$ cat src/hdl/pst_pkg.sv
// Shared types and constants for the probe request client/SSID tracker.
package pst_pkg;

  localparam int TABLE_ENTRIES_DEF = 32;
  localparam int QUEUE_DEPTH       = 2;

  localparam logic [3:0] SUBTYPE_PROBE = 4'h4;
  localparam logic [6:0] MIN_FRAME_LEN = 7'd26;
  localparam logic [7:0] MAX_SSID_LEN  = 8'd32;
  localparam logic [5:0] SSID_START    = 6'd26;
  localparam logic [5:0] CLIENT_START  = 6'd10;
  localparam logic [5:0] TAG_ID_POS    = 6'd24;
  localparam logic [5:0] TAG_LEN_POS   = 6'd25;
  localparam logic [5:0] POS_MAX       = 6'd63;
  localparam logic [7:0] CHAR_SPACE    = 8'h20;
  localparam logic [7:0] CHAR_DEL      = 8'h7F;

  typedef enum logic [2:0] {
    ST_HIT      = 3'd0,
    ST_NEW      = 3'd1,
    ST_EVICTED  = 3'd2,
    ST_NOT_MGMT = 3'd3,
    ST_SHORT    = 3'd4,
    ST_SUBTYPE  = 3'd5,
    ST_NO_SSID  = 3'd6,
    ST_BAD_CHAR = 3'd7
  } status_t;

  typedef enum logic [1:0] {
    B_IDLE,
    B_SCAN,
    B_WRITE
  } back_state_t;

  // One judged frame handed from the front to the back.
  typedef struct packed {
    logic          accept;
    status_t       status;
    logic [47:0]   client;
    logic [255:0]  ssid;
    logic [5:0]    ssid_bytes;
    logic [7:0]    rssi;
    logic [31:0]   now_ms;
  } job_t;

endpackage

$ cat src/hdl/pst_queue.sv
// Short job queue between the front and the back.
module pst_queue (
  input  logic          clk,
  input  logic          rst,
  input  logic          push,
  input  pst_pkg::job_t push_job,
  output logic          full,
  input  logic          pop,
  output logic          not_empty,
  output pst_pkg::job_t head
);
  import pst_pkg::*;

  localparam int PW = (QUEUE_DEPTH > 1) ? $clog2(QUEUE_DEPTH) : 1;
  localparam int CW = $clog2(QUEUE_DEPTH + 1);

  job_t          slots [QUEUE_DEPTH];
  logic [PW-1:0] wr_ptr;
  logic [PW-1:0] rd_ptr;
  logic [CW-1:0] count;

  assign full      = (count == CW'(QUEUE_DEPTH));
  assign not_empty = (count != '0);
  assign head      = slots[rd_ptr];

  always_ff @(posedge clk) begin
    if (push && !full) slots[wr_ptr] <= push_job;
  end

  always_ff @(posedge clk) begin
    if (rst) begin
      wr_ptr <= '0;
      rd_ptr <= '0;
      count  <= '0;
    end else begin
      if (push && !full)
        wr_ptr <= (wr_ptr == PW'(QUEUE_DEPTH - 1)) ? '0 : wr_ptr + PW'(1);
      if (pop && not_empty)
        rd_ptr <= (rd_ptr == PW'(QUEUE_DEPTH - 1)) ? '0 : rd_ptr + PW'(1);
      count <= count + CW'(push && !full) - CW'(pop && not_empty);
    end
  end

endmodule

$ cat config.mk
export PLATFORM = sky130hd
export DESIGN_NAME = pst_queue
export DESIGN_NICKNAME = d
export VERILOG_FILES = /design/src/hdl/pst_pkg.sv /design/src/hdl/pst_queue.sv
export SDC_FILE = /design/constraint.sdc
export NUM_CORES = 1
export LEC_CHECK = 0
export BUFFER_PORTS_ARGS = -buffer_cell sky130_fd_sc_hd__buf_4
export CORE_AREA = 2 2 277 279
export DETAILED_ROUTE_END_ITERATION = 10
export DIE_AREA = 0 0 279 281
export PLACE_DENSITY = 0.6
export SYNTH_ARGS = -nofsm -noshare
export SYNTH_HDL_FRONTEND = slang
export SYNTH_SLANG_ARGS = --single-unit
$ cat constraint.sdc
create_clock -name clk -period 14.65 [get_ports clk]
set_input_delay 1.465 -clock clk [delete_from_list [all_inputs] [get_ports clk]]
set_output_delay 1.465 -clock clk [all_outputs]
set_load 0.03 [all_outputs]
==> flow_metrics.env, run 1 <==
export IMPL_total_leakage_power_uw=0.0129
export IMPL_crit_buf_inv=3
export IMPL_ctsResizeCount=0
export IMPL_cts_tree="yes"
export IMPL_status="finished, final reports clean"
export IMPL_vias=13257
export IMPL_nets=2252
export IMPL_synth_area_top_cells="edfxtp_1, mux2_2, mux2_4, buf_2, dfxtp_1"
export IMPL_core_area_um2=75400
export IMPL_netlist_instances=1128
export IMPL_yosysTopAreaCellShare_pct=81.9
export IMPL_worst_pin_slew_ns=1.15
export IMPL_drt_initial_drc_count=710
export IMPL_hold_end="wr_ptr"
export IMPL_synthFlopType="edfxtp_1"
export IMPL_drt_wl_total_um=62000
export IMPL_synthDistinctLibCells=22
export IMPL_synthAdderAreaFrac_pct=0.0965
export IMPL_finalSetupViolCount=0
export IMPL_r2r_start="count[0]"
export IMPL_synth_seq_cells=713
export IMPL_clock_sinks=713
export IMPL_crit_family="buffers and inverters"
export IMPL_grt_max_degree=153
export IMPL_timing_rr_end="slots[0][39]"
export IMPL_gr_total_overflow=0
export IMPL_synthMuxAreaShare_pct=16.2
export IMPL_cts_htree_levels=3
export IMPL_fp_dieW_um=279
export IMPL_fin_crit_sh_pct=37.4
export IMPL_syn_area_per_cell_um2=23.0
export IMPL_syn2layout_area_growth_pct=34.0
export IMPL_worstHoldStart="wr_ptr"
export IMPL_timing_hold_violations_final=0
export IMPL_tns_ns=0
export IMPL_start_util_pct=34.4
export IMPL_synth_compound_area_share_pct=0.0675
export IMPL_vias_per_cell=4.52
export IMPL_cts_root_buffer="clkbuf_16"
export IMPL_vdd_drop_max_mv=0.116
export IMPL_drive_gt1_share_pct=60.6
export IMPL_reg2reg_slack_ns=10.87
export IMPL_synth_seq_area_share_pct=82.3
export IMPL_required_ns=13.19
export IMPL_drc=0
export IMPL_synth_xor_area_share_pct=0.0675
export IMPL_post_cts_buffers=0
export IMPL_synth_top_family_by_area="multiplexers"
export IMPL_instances_no_fill=2931
export IMPL_min_period_ns=5.49
export IMPL_grtUsageTotal_pct=15.0
export IMPL_r2r_cells=6
export IMPL_cts_buffers=76
export IMPL_synth_warning_count=0
export IMPL_skew_ns=0.0210
export IMPL_port_buffers=713
export IMPL_yosys_area_share_simple_pct=0.222
export IMPL_hold_class="flop to flop"
export IMPL_grt_pass1_vias=14018
export IMPL_netlist_area_um2=25900
export IMPL_antenna_found_initial=5
export IMPL_hold_buffers=0
export IMPL_rsz0062_at_grt="no"
export IMPL_io_pins=714
export IMPL_finalMaxSlewViolations=0
export IMPL_insertion_delay_ns=0.61
export IMPL_power_density_nw_per_um2=195
export IMPL_dr_pass1_iters=4
export IMPL_fmax_ghz=0.182
export IMPL_cts_clk_slew_worst_paths_ns=0.06
export IMPL_clockBufferDepth=3
export IMPL_rows=101
export IMPL_gp_congestion=0.838
export IMPL_hpwl_um=42100
export IMPL_nFillCells=6409
export IMPL_yosysTopAreaCell="edfxtp_1"
export IMPL_crit_path_end_kind="output pin"
export IMPL_ant_nets=0
export IMPL_syn_nets=1488
export IMPL_worst_hold_slack_ns=0.495
export IMPL_worstPathArrival_ns=4.02
export IMPL_die_h_um=281
export IMPL_synth_edf_count=708
export IMPL_cpPeakStageDelay_ns=1.01
export IMPL_cp_slowest_cell="dfxtp_4"
export IMPL_worst_path_most_repeated_cell="buf_4"
export IMPL_synth_common_cells="edfxtp_1, mux2_2, mux2_4, buf_2, buf_6"
export IMPL_slew_headroom_pct=23.0
export IMPL_worst_setup_path_type="flop to output pin"
export IMPL_dieArea_um2=78400
export IMPL_crit_chain="buf_4 > buf_4 > mux2_2 > buf_4"
export IMPL_dpl_cell_count=2792
export IMPL_hold_depth=2
export IMPL_async_flop_share_pct=0
export IMPL_crit_fanout=82
export IMPL_max_cap_viol_count=0
export IMPL_grt_pass1_wl_um=87300
export IMPL_wl_per_cell_um=21.2
export IMPL_start_kind="flop"
export IMPL_synth_most_common_cell="edfxtp_1"
-- layer usage --
| metal | global-route usage [%] | up-vias | routed length [um] | part of all wire (%) |
|---|---|---|---|---|
| li1 | - | 6036 | - | - |
| met1 | 17.1 | 6543 | 23100 | 37 |
| met2 | 25.9 | 574 | 31900 | 51 |
| met3 | 5.38 | 98 | 5550 | 8.9 |
| met4 | 5.43 | 6 | 1480 | 2.4 |
| met5 | 0 | - | 44 | 0.071 |
-- report_power, final --
group / total (uW) / internal [uW] / switching, uW
sequential: 2700 / 2600 / 98.6
clock: 1830 / 1050 / 784
combinational: 2240 / 897 / 1340
-- kinds of logic after synthesis --
family | count (synthesis)
XOR/XNOR | 2
multiplexers | 354
flip-flops | 713
AO/OA/AOI/OAI | 3
AND/OR/NAND/NOR | 11
buffers and inverters | 43
adder cells (fa/ha/maj) | 2
-- worst max path at each step --
stage	from	endpoint	slack, ns	cells past startpoint
after floorplan	push	slots[1][0]	4.33	1
after global placement	push	slots[0][52]	9.83	6
after detailed placement	flop	head[42]	9.71	4
after CTS	flop	head[42]	9.02	4
after global routing	flop	head[50]	8.87	4
final	flop	head[42]	9.16	4
-- cell usage in the layout (no fill, tap or decap), types with 2 or more instances in the layout --
cell          n
clkbuf_16    77
clkinv_1     21
inv_6         4
inv_1         3
mux2_2      294
inv_16        2
mux2_4       60
ha_1          2
dfxtp_1       4
clkinv_2      7
nor2_1        3
clkinvlp_4    2
bufinv_16     4
buf_4       724
clkbuf_1     18
edfxtp_1    708
-- sequential cells by signal, indices dropped and copies added, names as in the netlist, named ones only --
name,cells
wr_ptr,1
rd_ptr,1
slots,708
count,2
-- cell type report --
| class | instances | area, um2 | area share [%] |
|---|---|---|---|
| flip-flops and latches | 713 | 21400 | 61.4 |
| repair buffers | 725 | 5460 | 15.7 |
| multi-input cells | 372 | 4330 | 12.5 |
| clock buffers | 95 | 1990 | 5.74 |
| well taps | 978 | 1220 | 3.52 |
| clock inverters | 43 | 379 | 1.09 |
| inverters | 4 | 22.5 | 0.0648 |
| diodes | 1 | 2.50 | 0.00720 |
-- worst register-to-register path: cells and delay by family, from the launching register on --
family	cells	cell delay, ns
buf+inv	4	2.38
flops	1	0.36
simple gates	2	0.58
-- metrics by stage --
step	setup slack, ns	util, %	cell area [um2]	total power (uW)
floorplan	4.33	-	25900	4290
global placement	9.83	42.9	32400	4990
detailed placement	9.71	42.9	32400	5010
CTS	9.02	46.1	34800	6870
global route	8.87	46.1	34800	7040
finish	9.16	46.1	34800	6770
Note: power is estimated with default switching activity, not from simulation.
==> run 2: changes to the inputs <==
--- a/config.mk
+++ b/config.mk
@@ -9,7 +9,7 @@
 export CORE_AREA = 2 2 277 279
 export DETAILED_ROUTE_END_ITERATION = 10
 export DIE_AREA = 0 0 279 281
-export PLACE_DENSITY = 0.6
+export PLACE_DENSITY = 0.63
 export SYNTH_ARGS = -nofsm -noshare
 export SYNTH_HDL_FRONTEND = slang
 export SYNTH_SLANG_ARGS = --single-unit
==> constraint.sdc (replaced) <==
create_clock -name clk -period 4.9 [get_ports clk]
set_input_delay 0.49 -clock clk [delete_from_list [all_inputs] [get_ports clk]]
set_output_delay 0.49 -clock clk [all_outputs]
set_load 0.03 [all_outputs]
==> flow_metrics.env, run 2 (synthesized netlist as in run 1, its figures left out) <==
export IMPL_status="finished, final reports clean"
export IMPL_grt_pass1_vias=14444
export IMPL_dieArea_um2=78400
export IMPL_ant_nets=0
export IMPL_rsz0062_at_grt="no"
export IMPL_gp_congestion=0.795
export IMPL_hpwl_um=42700
export IMPL_worst_setup_path_type="flop to output pin"
export IMPL_io_pins=714
export IMPL_crit_fanout=65
export IMPL_fmax_ghz=0.318
export IMPL_clock_sinks=713
export IMPL_final_cell_area_um2=35100
export IMPL_port_buffers=713
export IMPL_largest_register_ff_count=708
export IMPL_postPlaceCellArea_um2=32600
export IMPL_cts_buffers=77
export IMPL_cts_htree_levels=3
export IMPL_drive_gt1_share_pct=61.4
export IMPL_grt_pass1_wl_um=86800
export IMPL_fp_dieW_um=279
export IMPL_timing_rr_end="slots[0][315]"
export IMPL_timing_final_ws_setup_ns=1.75
export IMPL_drc=0
export IMPL_nFillCells=6436
export IMPL_crit_path_end_kind="output pin"
export IMPL_power_density_nw_per_um2=582
export IMPL_grt_max_degree=102
export IMPL_post_route_util_pct=46.5
export IMPL_final_cell_mix="buf_4, edfxtp_1, mux2_2, clkbuf_16, mux2_4"
export IMPL_min_period_ns=3.15
export IMPL_core_area_um2=75400
export IMPL_r2r_start="count[0]"
export IMPL_start_kind="flop"
export IMPL_cp_endpoint="head[178]"
export IMPL_syn2layout_area_growth_pct=35.1
export IMPL_regMostFlops="slots"
export IMPL_gr_total_overflow=0
export IMPL_top_regs="slots x708, count x2"
export IMPL_grtUsageTotal_pct=14.8
export IMPL_layout_commonest_cell="buf_4"
export IMPL_tns_ns=0
export IMPL_fin_crit_sh_pct=64.3
export IMPL_slew_headroom_pct=38.9
export IMPL_die_h_um=281
export IMPL_finalSetupViolCount=0
export IMPL_dr_pass1_iters=4
export IMPL_max_cap_viol_count=0
export IMPL_drt_wl_total_um=61000
export IMPL_antenna_found_initial=5
export IMPL_cts_root_buffer="clkbuf_16"
export IMPL_worstPathArrival_ns=2.66
export IMPL_rows=101
export IMPL_vias_per_cell=4.51
export IMPL_cts_tree="yes"
export IMPL_vias=13310
export IMPL_hold_class="input pin to flop"
export IMPL_cts_clk_slew_worst_paths_ns=0.06
export IMPL_total_leakage_power_uw=0.0130
export IMPL_dpl_worst_slack_ns=2.33
export IMPL_required_ns=4.41
export IMPL_finalMaxSlewViolations=0
export IMPL_timing_hold_violations_final=0
export IMPL_drt_initial_drc_count=696
export IMPL_reg2reg_slack_ns=2.44
export IMPL_insertion_delay_ns=0.61
export IMPL_wl_per_cell_um=20.7
export IMPL_r2r_cells=5
export IMPL_start_util_pct=34.4
export IMPL_nets=2271
export IMPL_vdd_drop_max_mv=0.342
export IMPL_worst_pin_slew_ns=0.916
export IMPL_skew_ns=0.0216
export IMPL_clockBufferDepth=3
export IMPL_worst_hold_slack_ns=0.0606
[run 2: area by class of cell]
type | count | area [um2] | share of cell area (%)
multi-input cells | 372 | 4350 | 12.4
flip-flops and latches | 713 | 21400 | 61.0
repair buffers | 743 | 5690 | 16.2
clock inverters | 46 | 418 | 1.19
well taps | 978 | 1220 | 3.49
inverters | 4 | 23.8 | 0.0678
clock buffers | 91 | 1980 | 5.65
diodes | 3 | 7.51 | 0.0214
[run 2: timing repair]
action,CTS,global route
endpoints found under the hold margin,8,0
hold buffers,4,0
setup buffers,0,0
gates resized for setup,0,0
[run 2: power breakdown]
| part | switching [uW] | internal, uW |
|---|---|---|
| registers | 273 | 7770 |
| clock network | 2300 | 3210 |
| logic | 4080 | 2760 |
[run 2: through the flow]
step	total power, uW	instances
after floorplan	12700	1128
after global placement	15000	2806
after detailed placement	15100	2806
after CTS	20700	2947
after global routing	21200	2950
final	20400	2950
[run 2: worst min path at each step]
stage / start / to / slack (ns) / depth (start not counted)
final: push_job[46] / slots[1][46] / 0.06 / 1
after global routing: push_job[245] / slots[0][245] / 0.01 / 1
after CTS: push_job[198] / slots[1][198] / 0.0004 / 1
after detailed placement: wr_ptr / wr_ptr / 0.48 / 2
after global placement: wr_ptr / wr_ptr / 0.48 / 2
after floorplan: wr_ptr / wr_ptr / 0.46 / 2
[run 2: critical path, stage by stage (launching register included)]
cell and delay, ns:
dfxtp_4 0.94, buf_12 0.41, mux2_2 0.40, buf_4 0.17
[run 2: layer usage]
metal	GRT usage, %	share of wire (%)	vias up
met5	0	0.044	-
met4	6.15	2.9	4
met3	5.68	9.1	117
met2	26.5	53	511
met1	15.5	35	6600
li1	-	-	6078
