<file path="config.mk">
export PLATFORM = sky130hd
export DESIGN_NAME = pst_front
export DESIGN_NICKNAME = d
export VERILOG_FILES = /design/src/hdl/pst_pkg.sv /design/src/hdl/pst_front.sv
export SDC_FILE = /design/constraint.sdc
export NUM_CORES = 1
export LEC_CHECK = 0
export BUFFER_PORTS_ARGS = -buffer_cell sky130_fd_sc_hd__buf_2
export CAP_MARGIN = 10
export CORE_MARGIN = 10
export CORE_UTILIZATION = 40
export DETAILED_ROUTE_END_ITERATION = 6
export PLACE_DENSITY = 0.7
export SLEW_MARGIN = 20
export SYNTH_ARGS = -nofsm -noshare
export SYNTH_HDL_FRONTEND = slang
export SYNTH_SLANG_ARGS = --single-unit
</file>
<file path="constraint.sdc">
create_clock -name clk -period 3.1 [get_ports clk]
set_input_delay 0 -clock clk [delete_from_list [all_inputs] [get_ports clk]]
set_output_delay 0 -clock clk [all_outputs]
set_load 0.01 [all_outputs]
</file>
<file path="src/hdl/pst_pkg.sv">
// Shared types and constants for the probe request client/SSID tracker.
package pst_pkg;

  localparam int TABLE_ENTRIES_DEF = 32;
  localparam int QUEUE_DEPTH       = 2;

  localparam logic [3:0] SUBTYPE_PROBE = 4'h4;
  localparam logic [6:0] MIN_FRAME_LEN = 7'd26;
  localparam logic [7:0] MAX_SSID_LEN  = 8'd32;
  localparam logic [5:0] SSID_START    = 6'd26;
  localparam logic [5:0] CLIENT_START  = 6'd10;
  localparam logic [5:0] TAG_ID_POS    = 6'd24;
  localparam logic [5:0] TAG_LEN_POS   = 6'd25;
  localparam logic [5:0] POS_MAX       = 6'd63;
  localparam logic [7:0] CHAR_SPACE    = 8'h20;
  localparam logic [7:0] CHAR_DEL      = 8'h7F;

  typedef enum logic [2:0] {
    ST_HIT      = 3'd0,
    ST_NEW      = 3'd1,
    ST_EVICTED  = 3'd2,
    ST_NOT_MGMT = 3'd3,
    ST_SHORT    = 3'd4,
    ST_SUBTYPE  = 3'd5,
    ST_NO_SSID  = 3'd6,
    ST_BAD_CHAR = 3'd7
  } status_t;

  typedef enum logic [1:0] {
    B_IDLE,
    B_SCAN,
    B_WRITE
  } back_state_t;

  // One judged frame handed from the front to the back.
  typedef struct packed {
    logic          accept;
    status_t       status;
    logic [47:0]   client;
    logic [255:0]  ssid;
    logic [5:0]    ssid_bytes;
    logic [7:0]    rssi;
    logic [31:0]   now_ms;
  } job_t;

endpackage

</file>
<file path="src/hdl/pst_front.sv">
// Byte capture and frame classification front end.
module pst_front (
  input  logic          clk,
  input  logic          rst,
  input  logic          cfg_we,
  input  logic          cfg_wdata,
  input  logic          in_valid,
  input  logic [7:0]    in_byte,
  input  logic          in_first,
  input  logic          in_last,
  input  logic          in_mgmt,
  input  logic [7:0]    in_rssi,
  input  logic [31:0]   in_now,
  output pst_pkg::job_t job,
  output logic          job_push
);
  import pst_pkg::*;

  logic         reject_high_bytes;
  logic [5:0]   pos;
  logic [47:0]  client;
  logic [255:0] ssid;
  logic [7:0]   frame_ctrl;
  logic [7:0]   tag_id;
  logic [7:0]   tag_len;
  logic         bad;

  logic [5:0]   pos_cur;
  logic [47:0]  client_next;
  logic [255:0] ssid_next;
  logic [7:0]   frame_ctrl_next;
  logic [7:0]   tag_id_next;
  logic [7:0]   tag_len_next;
  logic         bad_next;
  logic [5:0]   k6;
  logic [4:0]   k;
  logic         bad_byte;
  logic [6:0]   frame_len;
  logic [8:0]   need_len;

  always_comb begin
    pos_cur         = in_first ? 6'd0 : pos;
    client_next     = (pos_cur == 6'd0) ? 48'd0 : client;
    ssid_next       = (pos_cur == 6'd0) ? 256'd0 : ssid;
    frame_ctrl_next = (pos_cur == 6'd0) ? 8'd0 : frame_ctrl;
    tag_id_next     = (pos_cur == 6'd0) ? 8'd0 : tag_id;
    tag_len_next    = (pos_cur == 6'd0) ? 8'd0 : tag_len;
    bad_next        = (pos_cur == 6'd0) ? 1'b0 : bad;
    k6       = pos_cur - SSID_START;
    k        = k6[4:0];
    bad_byte = (in_byte < CHAR_SPACE) || (in_byte == CHAR_DEL) ||
               (reject_high_bytes && in_byte[7]);
    if (pos_cur == 6'd0) begin
      frame_ctrl_next = in_byte;
    end
    for (int i = 0; i < 6; i++) begin
      if (pos_cur == CLIENT_START + 6'(i)) client_next[8*i +: 8] = in_byte;
    end
    if (pos_cur == TAG_ID_POS) tag_id_next = in_byte;
    if (pos_cur == TAG_LEN_POS) tag_len_next = in_byte;
    if (pos_cur >= SSID_START && pos_cur <= SSID_START + 6'd31 &&
        {3'd0, k} < tag_len_next) begin
      for (int i = 0; i < 32; i++) begin
        if (k == 5'(i)) ssid_next[8*i +: 8] = in_byte;
      end
      if (bad_byte) bad_next = 1'b1;
    end

    frame_len = {1'b0, pos_cur} + 7'd1;
    need_len  = {2'd0, MIN_FRAME_LEN} + {1'b0, tag_len_next};

    job.accept     = 1'b0;
    job.status     = ST_HIT;
    job.client     = client_next;
    job.ssid       = ssid_next;
    job.ssid_bytes = tag_len_next[5:0];
    job.rssi       = in_rssi;
    job.now_ms     = in_now;
    if (!in_mgmt) job.status = ST_NOT_MGMT;
    else if (frame_len < MIN_FRAME_LEN) job.status = ST_SHORT;
    else if (frame_ctrl_next[7:4] != SUBTYPE_PROBE) job.status = ST_SUBTYPE;
    else if (tag_id_next != 8'd0 || tag_len_next == 8'd0 ||
             tag_len_next > MAX_SSID_LEN || {2'd0, frame_len} < need_len)
      job.status = ST_NO_SSID;
    else if (bad_next) job.status = ST_BAD_CHAR;
    else job.accept = 1'b1;

    job_push = in_valid && in_last;
  end

  always_ff @(posedge clk) begin
    if (rst) begin
      reject_high_bytes <= 1'b1;
      pos        <= 6'd0;
      client     <= 48'd0;
      ssid       <= 256'd0;
      frame_ctrl <= 8'd0;
      tag_id     <= 8'd0;
      tag_len    <= 8'd0;
      bad        <= 1'b0;
    end else begin
      if (cfg_we) reject_high_bytes <= cfg_wdata;
      if (in_valid) begin
        client     <= client_next;
        ssid       <= ssid_next;
        frame_ctrl <= frame_ctrl_next;
        tag_id     <= tag_id_next;
        tag_len    <= tag_len_next;
        bad        <= bad_next;
        if (in_last) pos <= 6'd0;
        else if (pos_cur < POS_MAX) pos <= pos_cur + 6'd1;
        else pos <= POS_MAX;
      end
    end
  end

endmodule

</file>
==> impl_metrics.env, run 1 <==
export IMPL_status="finished, violations left"
export IMPL_violations="negative setup slack"
export IMPL_cp_required_ns=3.10
export IMPL_antenna_found_initial=1
export IMPL_clock_skew_ns=0.0247
export IMPL_maxSlewHeadroom_pct=19.0
export IMPL_hp_start="in_now[30]"
export IMPL_hpwl_mm=52.3
export IMPL_synth_mux_area_share_pct=1.43
export IMPL_n_antenna_cell=0
export IMPL_synth_cell_types=67
export IMPL_drv_slew=0
export IMPL_worstSetupPathType="flip-flop to output port"
export IMPL_dieArea_sq_um=58600
export IMPL_drt_pass1_iter_count=6
export IMPL_leakagePower_uw=0.0113
export IMPL_synthArstFlopShare_pct=0
export IMPL_hold_class="input pin to output port"
export IMPL_synth_compound_area_share_pct=36.2
export IMPL_cp_slowest_cell="or3b_4"
export IMPL_critPathTopFamily="simple AND/OR/NAND/NOR gates"
export IMPL_synth_warnings=0
export IMPL_rr_worst_depth=18
export IMPL_io_buffers=330
export IMPL_wl_per_cell_um=25.3
export IMPL_worstSetupStartpointType="flip-flop"
export IMPL_ant_nets=0
export IMPL_clock_sinks=332
export IMPL_num_fill_cells=4335
export IMPL_hold_path_depth=0
export IMPL_hold_end="job[30]"
export IMPL_numCtsBuffers=39
export IMPL_critPathMaxStageDelay_ns=0.42
export IMPL_clk_pin_slew_ns=0.06
export IMPL_worstMarginPinSlew_ns=1.21
export IMPL_wl_mm=88.0
export IMPL_path_depth=16
export IMPL_crit_top_cell="buf_4"
export IMPL_rsz0062_at_grt="true"
export IMPL_ys_ff_latch=332
export IMPL_max_cap_viol_count=0
export IMPL_postSynthAreaPerCell_sq_um=8.05
export IMPL_cp_end_kind="output port"
export IMPL_gp_congestion=0.894
export IMPL_io_pins=411
export IMPL_core_area_sq_um=48800
export IMPL_cts_htree_levels=2
export IMPL_synthesis_nets=2521
export IMPL_timing_rr_start="pos[1]$_SDFFE_PP0P_"
export IMPL_path_buf_inv=7
export IMPL_track_usage_pct=26.5
export IMPL_setup_violations_final=496
export IMPL_setup_ws_ns=-0.789
export IMPL_grt_pass1_vias=20478
export IMPL_p_per_area_nw_per_um2=370
export IMPL_cts_tree="done"
export IMPL_rows=81
export IMPL_finalCritPeriodShare_pct=125
export IMPL_synth_edf_count=0
export IMPL_fin_area_sq_um=26300
export IMPL_peakVddDrop_mv=0.341
export IMPL_areaGrowthSynthToFinish_pct=33.3
export IMPL_synth_flop_cell="dfxtp_1"
export IMPL_dpl_cell_count=3272
export IMPL_hold_viol_final=0
export IMPL_synth_top_family_by_area="compound AO/OA/AOI/OAI gates"
export IMPL_final_core_util_pct=53.9
export IMPL_path_cells="nor2b_4 > inv_2 > ha_4 > or3b_4 > nor2_4 > buf_4 > buf_4 > nand3b_1 > a22o_4 > buf_4 > a22oi_4 > buf_6 > clkbuf_16 > o211ai_1 > nand2_1 > buf_2"
export IMPL_initial_core_util_pct=40.4
export IMPL_rrSetupSlack_ns=-0.34
export IMPL_dpl_cell_area_sq_um=22300
export IMPL_fp_dieH_um=242
export IMPL_viasPerCell=6.48
export IMPL_layout_commonest_cell="dfxtp_1"
export IMPL_overflow=0
export IMPL_nNetsFinal=2855
export IMPL_critical_path_max_fanout=6
export IMPL_dieWidth_um=242
export IMPL_vias=22511
export IMPL_synth_simple_gate_area_share_pct=17.1
export IMPL_cts_path_max_buffers=3
export IMPL_yosys_area_share_adder_pct=0.888
export IMPL_synth_cells=2451
export IMPL_grt_first_pass_wirelength_mm=125
export IMPL_total_power_uw=9730
export IMPL_cts_root_buf="clkbuf_16"
export IMPL_final_cell_mix="dfxtp_1, buf_2, nand2_1"
export IMPL_grt_max_degree=136
export IMPL_drive_gt1_share_pct=33.1
export IMPL_r2r_end="ssid[99]$_SDFFE_PP0P_"
export IMPL_period_needed_ns=3.89
export IMPL_cp_arrival_ns=3.89
export IMPL_drtIter0Drc=3362
export IMPL_drc_errors=0
export IMPL_synth_xor_xnor_area_share_pct=0.444
export IMPL_layout_cells_non_filler=3475
export IMPL_seq_area_frac_synth_pct=33.7
export IMPL_netlist_area_sq_um=19700
export IMPL_dpl_worst_slack_ns=-0.199
export IMPL_max_freq_mhz=257
export IMPL_worstSkewPairLatency_ns=0.57
-- how the worst max path moves through the flow --
stage                     slack, ns                     end                 from
after floorplan              -0.006  ssid[255]$_SDFFE_PP0P_  pos[0]$_SDFFE_PP0P_
after global placement        -0.17                job[353]  pos[1]$_SDFFE_PP0P_
after detailed placement      -0.20                job[353]  pos[0]$_SDFFE_PP0P_
after CTS                     -0.66                 job[51]  pos[1]$_SDFFE_PP0P_
after global routing          -0.85                job[353]  pos[0]$_SDFFE_PP0P_
final                         -0.79                job[175]  pos[1]$_SDFFE_PP0P_
-- per-stage QoR --
stage                     hold slack [ns]  setup TNS, ns
final                          0.00000281        -193.53
after global routing            0.0000146        -239.46
after CTS                       0.0000686        -154.69
after detailed placement        0.0000686         -26.79
after global placement          0.0000686          -7.04
after floorplan                    0.0816       -0.00594
-- kinds of logic (layout without fill, tap and decap cells) --
family,Yosys count,after routing
buffers and inverters,364,722
xor gates and xnor gates,10,10
adders and majority gates,14,14
DFF,332,332
AOI/OAI and AO/OA,944,946
and+or+nand+nor,759,759
muxes,28,28
-- power breakdown --
group	total, uW	leakage (uW)	switching (uW)	internal, uW
sequential	4310	0.00268	14.9	4290
clock	4750	0.000626	1970	2790
combinational	672	0.00804	527	145
total	9730	0.0113	2510	7220
-- repair_timing --
action                                 CTS  global route
pin swaps                               90           219
buffers inserted                        27            82
setup endpoints to repair              506           516
gates resized for setup                 60           192
cloned                                   5            16
hold buffers                            11             0
endpoints found under the hold margin   26             0
-- layout make-up --
cell class / count / area (sq um) / share of cell area [%]
clock inverters: 14 / 199 / 0.756
flip-flops and latches: 332 / 6650 / 25.3
multi-input cells: 1757 / 12100 / 45.8
inverters: 15 / 63.8 / 0.243
repair buffers: 640 / 5430 / 20.6
well taps: 664 / 831 / 3.16
clock buffers: 53 / 1080 / 4.10
-- state kept, by name, summed over array words and instances (netlist names) --
register           cells
ssid                 256
client                48
tag_id                 8
tag_len                8
pos                    6
frame_ctrl             4
bad                    1
reject_high_bytes      1
-- Yosys cell counts, types with 2 or more instances --
library cell  number  area (sq um)
o211ai_2          96          1200
and2_1             5          31.3
o211ai_1         163          1220
o21ai_1            4          20.0
mux2i_1           27           270
a22oi_1          265          1990
a31oi_1            2          12.5
o22ai_1            2          12.5
inv_1             12          45.0
or4_1              2          15.0
nand2_1          304          1140
a311oi_1          26           228
o21a_1             2          15.0
a2bb2oi_1          2          17.5
a22oi_4            8           170
inv_2              3          11.3
a21oi_2           26           228
and3_1            27           169
a22o_1            32           280
nor2b_1            5          31.3
o21ai_0           13          65.1
ha_1              14           175
a211oi_1           8          60.1
or2_2              2          12.5
nand4_1            5          31.3
xnor2_1            7          61.3
nand3_1          259          1300
buf_4             78           586
buf_8              7           105
buf_6             28           315
buf_1             15          56.3
xor2_1             3          26.3
nand2b_1           4          25.0
o31ai_1           32           240
a21oi_1          249          1250
dfxtp_1          332          6650
nor2_1           125           469
buf_2             56           280
nand3b_1           3          22.5
clkbuf_1         165           619
nor3_1             7          35.0
-- metal layers --
metal	global-route usage, %	wire (um)	vias up
li1	-	-	9818
met4	12.7	4550	2
met5	0	14	-
met2	41.6	40300	1531
met3	5.75	9060	323
met1	33.9	34100	10837
Power figures use the tool's default switching activity.
==> run 2, diff against run 1 <==
--- a/config.mk
+++ b/config.mk
@@ -9,9 +9,10 @@
 export CAP_MARGIN = 10
 export CORE_MARGIN = 10
 export CORE_UTILIZATION = 40
+export CTS_BUF_LIST = sky130_fd_sc_hd__clkbuf_8
 export DETAILED_ROUTE_END_ITERATION = 6
 export PLACE_DENSITY = 0.7
-export SLEW_MARGIN = 20
+export SLEW_MARGIN = 40
 export SYNTH_ARGS = -nofsm -noshare
 export SYNTH_HDL_FRONTEND = slang
 export SYNTH_SLANG_ARGS = --single-unit
==> run 2 against run 1 <==
  * The run ends with design-rule violations, negative setup slack left
  * Final area decreased by 3.0%
  * Non-clock buffer count decreased by 29
  * Sequential share of layout area grew 0.79 points
  * Critical path depth is the same
  * Clock skew increased by 0.043 ns
  * Clock power is 3% lower
  * Global-route usage up 0.75 points
  * Maximum frequency fell by 0.36%
  * Setup slack lost 0.014 ns
==> impl_metrics.env, run 2 (synthesis results as in run 1) <==
export IMPL_status="finished, violations left"
export IMPL_violations="design-rule violations, negative setup slack"
export IMPL_worstSetupPathType="flip-flop to output port"
export IMPL_fp_dieH_um=242
export IMPL_cts_tree="done"
export IMPL_critPathLaunch="pos[0]$_SDFFE_PP0P_"
export IMPL_io_buffers=330
export IMPL_hpwl_mm=52.6
export IMPL_wl_per_cell_um=24.9
export IMPL_cts_root_buf="clkbuf_8"
export IMPL_ant_nets=0
export IMPL_period_needed_ns=3.90
export IMPL_layout_commonest_cell="dfxtp_1"
export IMPL_cts_htree_levels=2
export IMPL_endpoint="job[170]"
export IMPL_grt_pass1_vias=21346
export IMPL_p_int_uw=7040
export IMPL_rows=81
export IMPL_grt_first_pass_wirelength_mm=129
export IMPL_worst_hold_slack_ns=0.00000281
export IMPL_max_freq_mhz=256
export IMPL_areaGrowthSynthToFinish_pct=29.3
export IMPL_worstMarginPinSlew_ns=0.894
export IMPL_clock_sinks=332
export IMPL_rsz0062_at_grt="true"
export IMPL_fin_area_sq_um=25500
export IMPL_timing_rr_start="pos[0]$_SDFFE_PP0P_"
export IMPL_hp_start="in_now[30]"
export IMPL_rr_worst_depth=19
export IMPL_io_pins=411
export IMPL_dpl_worst_slack_ns=-0.217
export IMPL_overflow=0
export IMPL_leakagePower_uw=0.0116
export IMPL_top_register="ssid"
export IMPL_grt_max_degree=136
export IMPL_vias=22374
export IMPL_track_usage_pct=27.2
export IMPL_hold_class="input pin to output port"
export IMPL_nNetsFinal=2845
export IMPL_worstSetupStartpointType="flip-flop"
export IMPL_setup_ws_ns=-0.803
export IMPL_cp_arrival_ns=3.90
export IMPL_core_area_sq_um=48800
export IMPL_drc_errors=2
export IMPL_antenna_found_initial=1
export IMPL_drive_gt1_share_pct=33.3
export IMPL_dpl_cell_area_sq_um=22300
export IMPL_peakVddDrop_mv=0.328
export IMPL_rrSetupSlack_ns=-0.46
export IMPL_power_frac_clock_pct=48.2
export IMPL_p_switching_uw=2560
export IMPL_setup_violations_final=405
export IMPL_gp_congestion=0.894
export IMPL_final_cell_mix="dfxtp_1, buf_2, nand2_1"
export IMPL_drv_slew=0
export IMPL_wl_mm=86.8
export IMPL_r2r_end="ssid[140]$_SDFFE_PP0P_"
export IMPL_dieWidth_um=242
export IMPL_comb_power_share_pct=7.0
export IMPL_clk_pin_slew_ns=0.06
export IMPL_worstSkewPairLatency_ns=0.71
export IMPL_finalCritPeriodShare_pct=126
export IMPL_drtIter0Drc=3173
export IMPL_dieArea_sq_um=58600
export IMPL_cp_end_kind="output port"
export IMPL_cts_path_max_buffers=3
export IMPL_cp_required_ns=3.10
export IMPL_largest_reg_flops=256
export IMPL_p_per_area_nw_per_um2=376
export IMPL_numCtsBuffers=58
export IMPL_max_cap_viol_count=0
export IMPL_drt_pass1_iter_count=7
export IMPL_hold_viol_final=0
export IMPL_clock_skew_ns=0.0673
export IMPL_largestRegisters="ssid: 256 flops, client: 48 flops"
export IMPL_critical_path_max_fanout=7
export IMPL_p_sw_share_pct=26.7
export IMPL_viasPerCell=6.41
export IMPL_initial_core_util_pct=40.4
export IMPL_power_share_sequential_pct=44.9
export IMPL_maxSlewHeadroom_pct=40.4
==> run 2: cell types whose count changed in the layout (fill, tap and decap cells not counted), sizes merged <==
cell | before | now
bufinv | 4 | 5
diode | 0 | 1
inv | 18 | 36
dlygate4sd3 | 11 | 12
clkinvlp | 1 | 0
buf | 614 | 587
bufbuf | 0 | 5
clkinv | 6 | 7
clkbuf | 68 | 82
==> run 2: worst min-delay path by stage <==
stage,to,depth (start not counted),slack [ns]
2_1_floorplan,job[351],1,0.08
3_3_place_gp,job[15],0,0.00007
3_5_place_dp,job[15],0,0.00007
4_1_cts,job[15],0,0.00007
5_1_grt,job[30],0,0.00001
6_report,job[30],0,0.000003
==> run 2: area by class of cell <==
class	instances	area, sq um
multi-input combinational	1757	11600
tap	664	831
antenna	1	2.50
timing repair buffer	611	5040
sequential	332	6650
fill	4483	23300
clock inverter	33	282
clock buffer	75	1030
inverter	15	66.3
==> run 2: worst max-delay path, cell delays in order (launching register included) <==
cell and delay (ns):
dfxtp_2 0.33, nor2b_4 0.18, ha_4 0.15, or3b_4 0.42, buf_6 0.15, buf_6 0.11
o211ai_1 0.20, o22ai_2 0.13, a211o_4 0.38, buf_12 0.16, a22oi_4 0.18, buf_4 0.15
clkbuf_16 0.14, o211ai_1 0.12, o31ai_1 0.14, buf_4 0.18, buf_6 0.10
==> run 2: layer usage <==
metal  wire (um)  share of wire, %  up-vias  GRT usage [%]
met3        8610               9.9      334           6.04
met5           0                 0        -              0
met4        4850               5.6        0           14.9
met1       34100                39    10801           34.5
li1            -                 -     9804              -
met2       39200                45     1435           42.3
==> run 2: stage by stage <==
stage | total power [uW] | cells | setup TNS, ns | utilization, %
after floorplan | 4820 | 2451 | -0.00594 | -
after global placement | 5000 | 3272 | -7.04 | 45.5
after detailed placement | 5010 | 3273 | -44.46 | 45.7
after CTS | 9600 | 3448 | -187.63 | 50.9
after global routing | 9840 | 3488 | -264.24 | 52.2
final | 9600 | 3488 | -197.56 | 52.2
==> run 2: what timing repair did <==
action	CTS	global route
hold endpoints to repair	210	0
hold buffers	12	0
pin swaps	82	69
setup endpoints to repair	513	524
gates cloned	14	7
buffers inserted	41	31
gates resized for setup	98	35
==> run 2: power groups by stage <==
| stage | clock, uW | sequential [uW] | combinational (uW) |
|---|---|---|---|
| 6_report | 4620 | 4310 | 670 |
| 5_1_grt | 4840 | 4310 | 694 |
| 3_5_place_dp | 0 | 4400 | 614 |
| 2_1_floorplan | 0 | 4400 | 427 |
| 4_1_cts | 4660 | 4310 | 639 |
| 3_3_place_gp | 0 | 4400 | 598 |
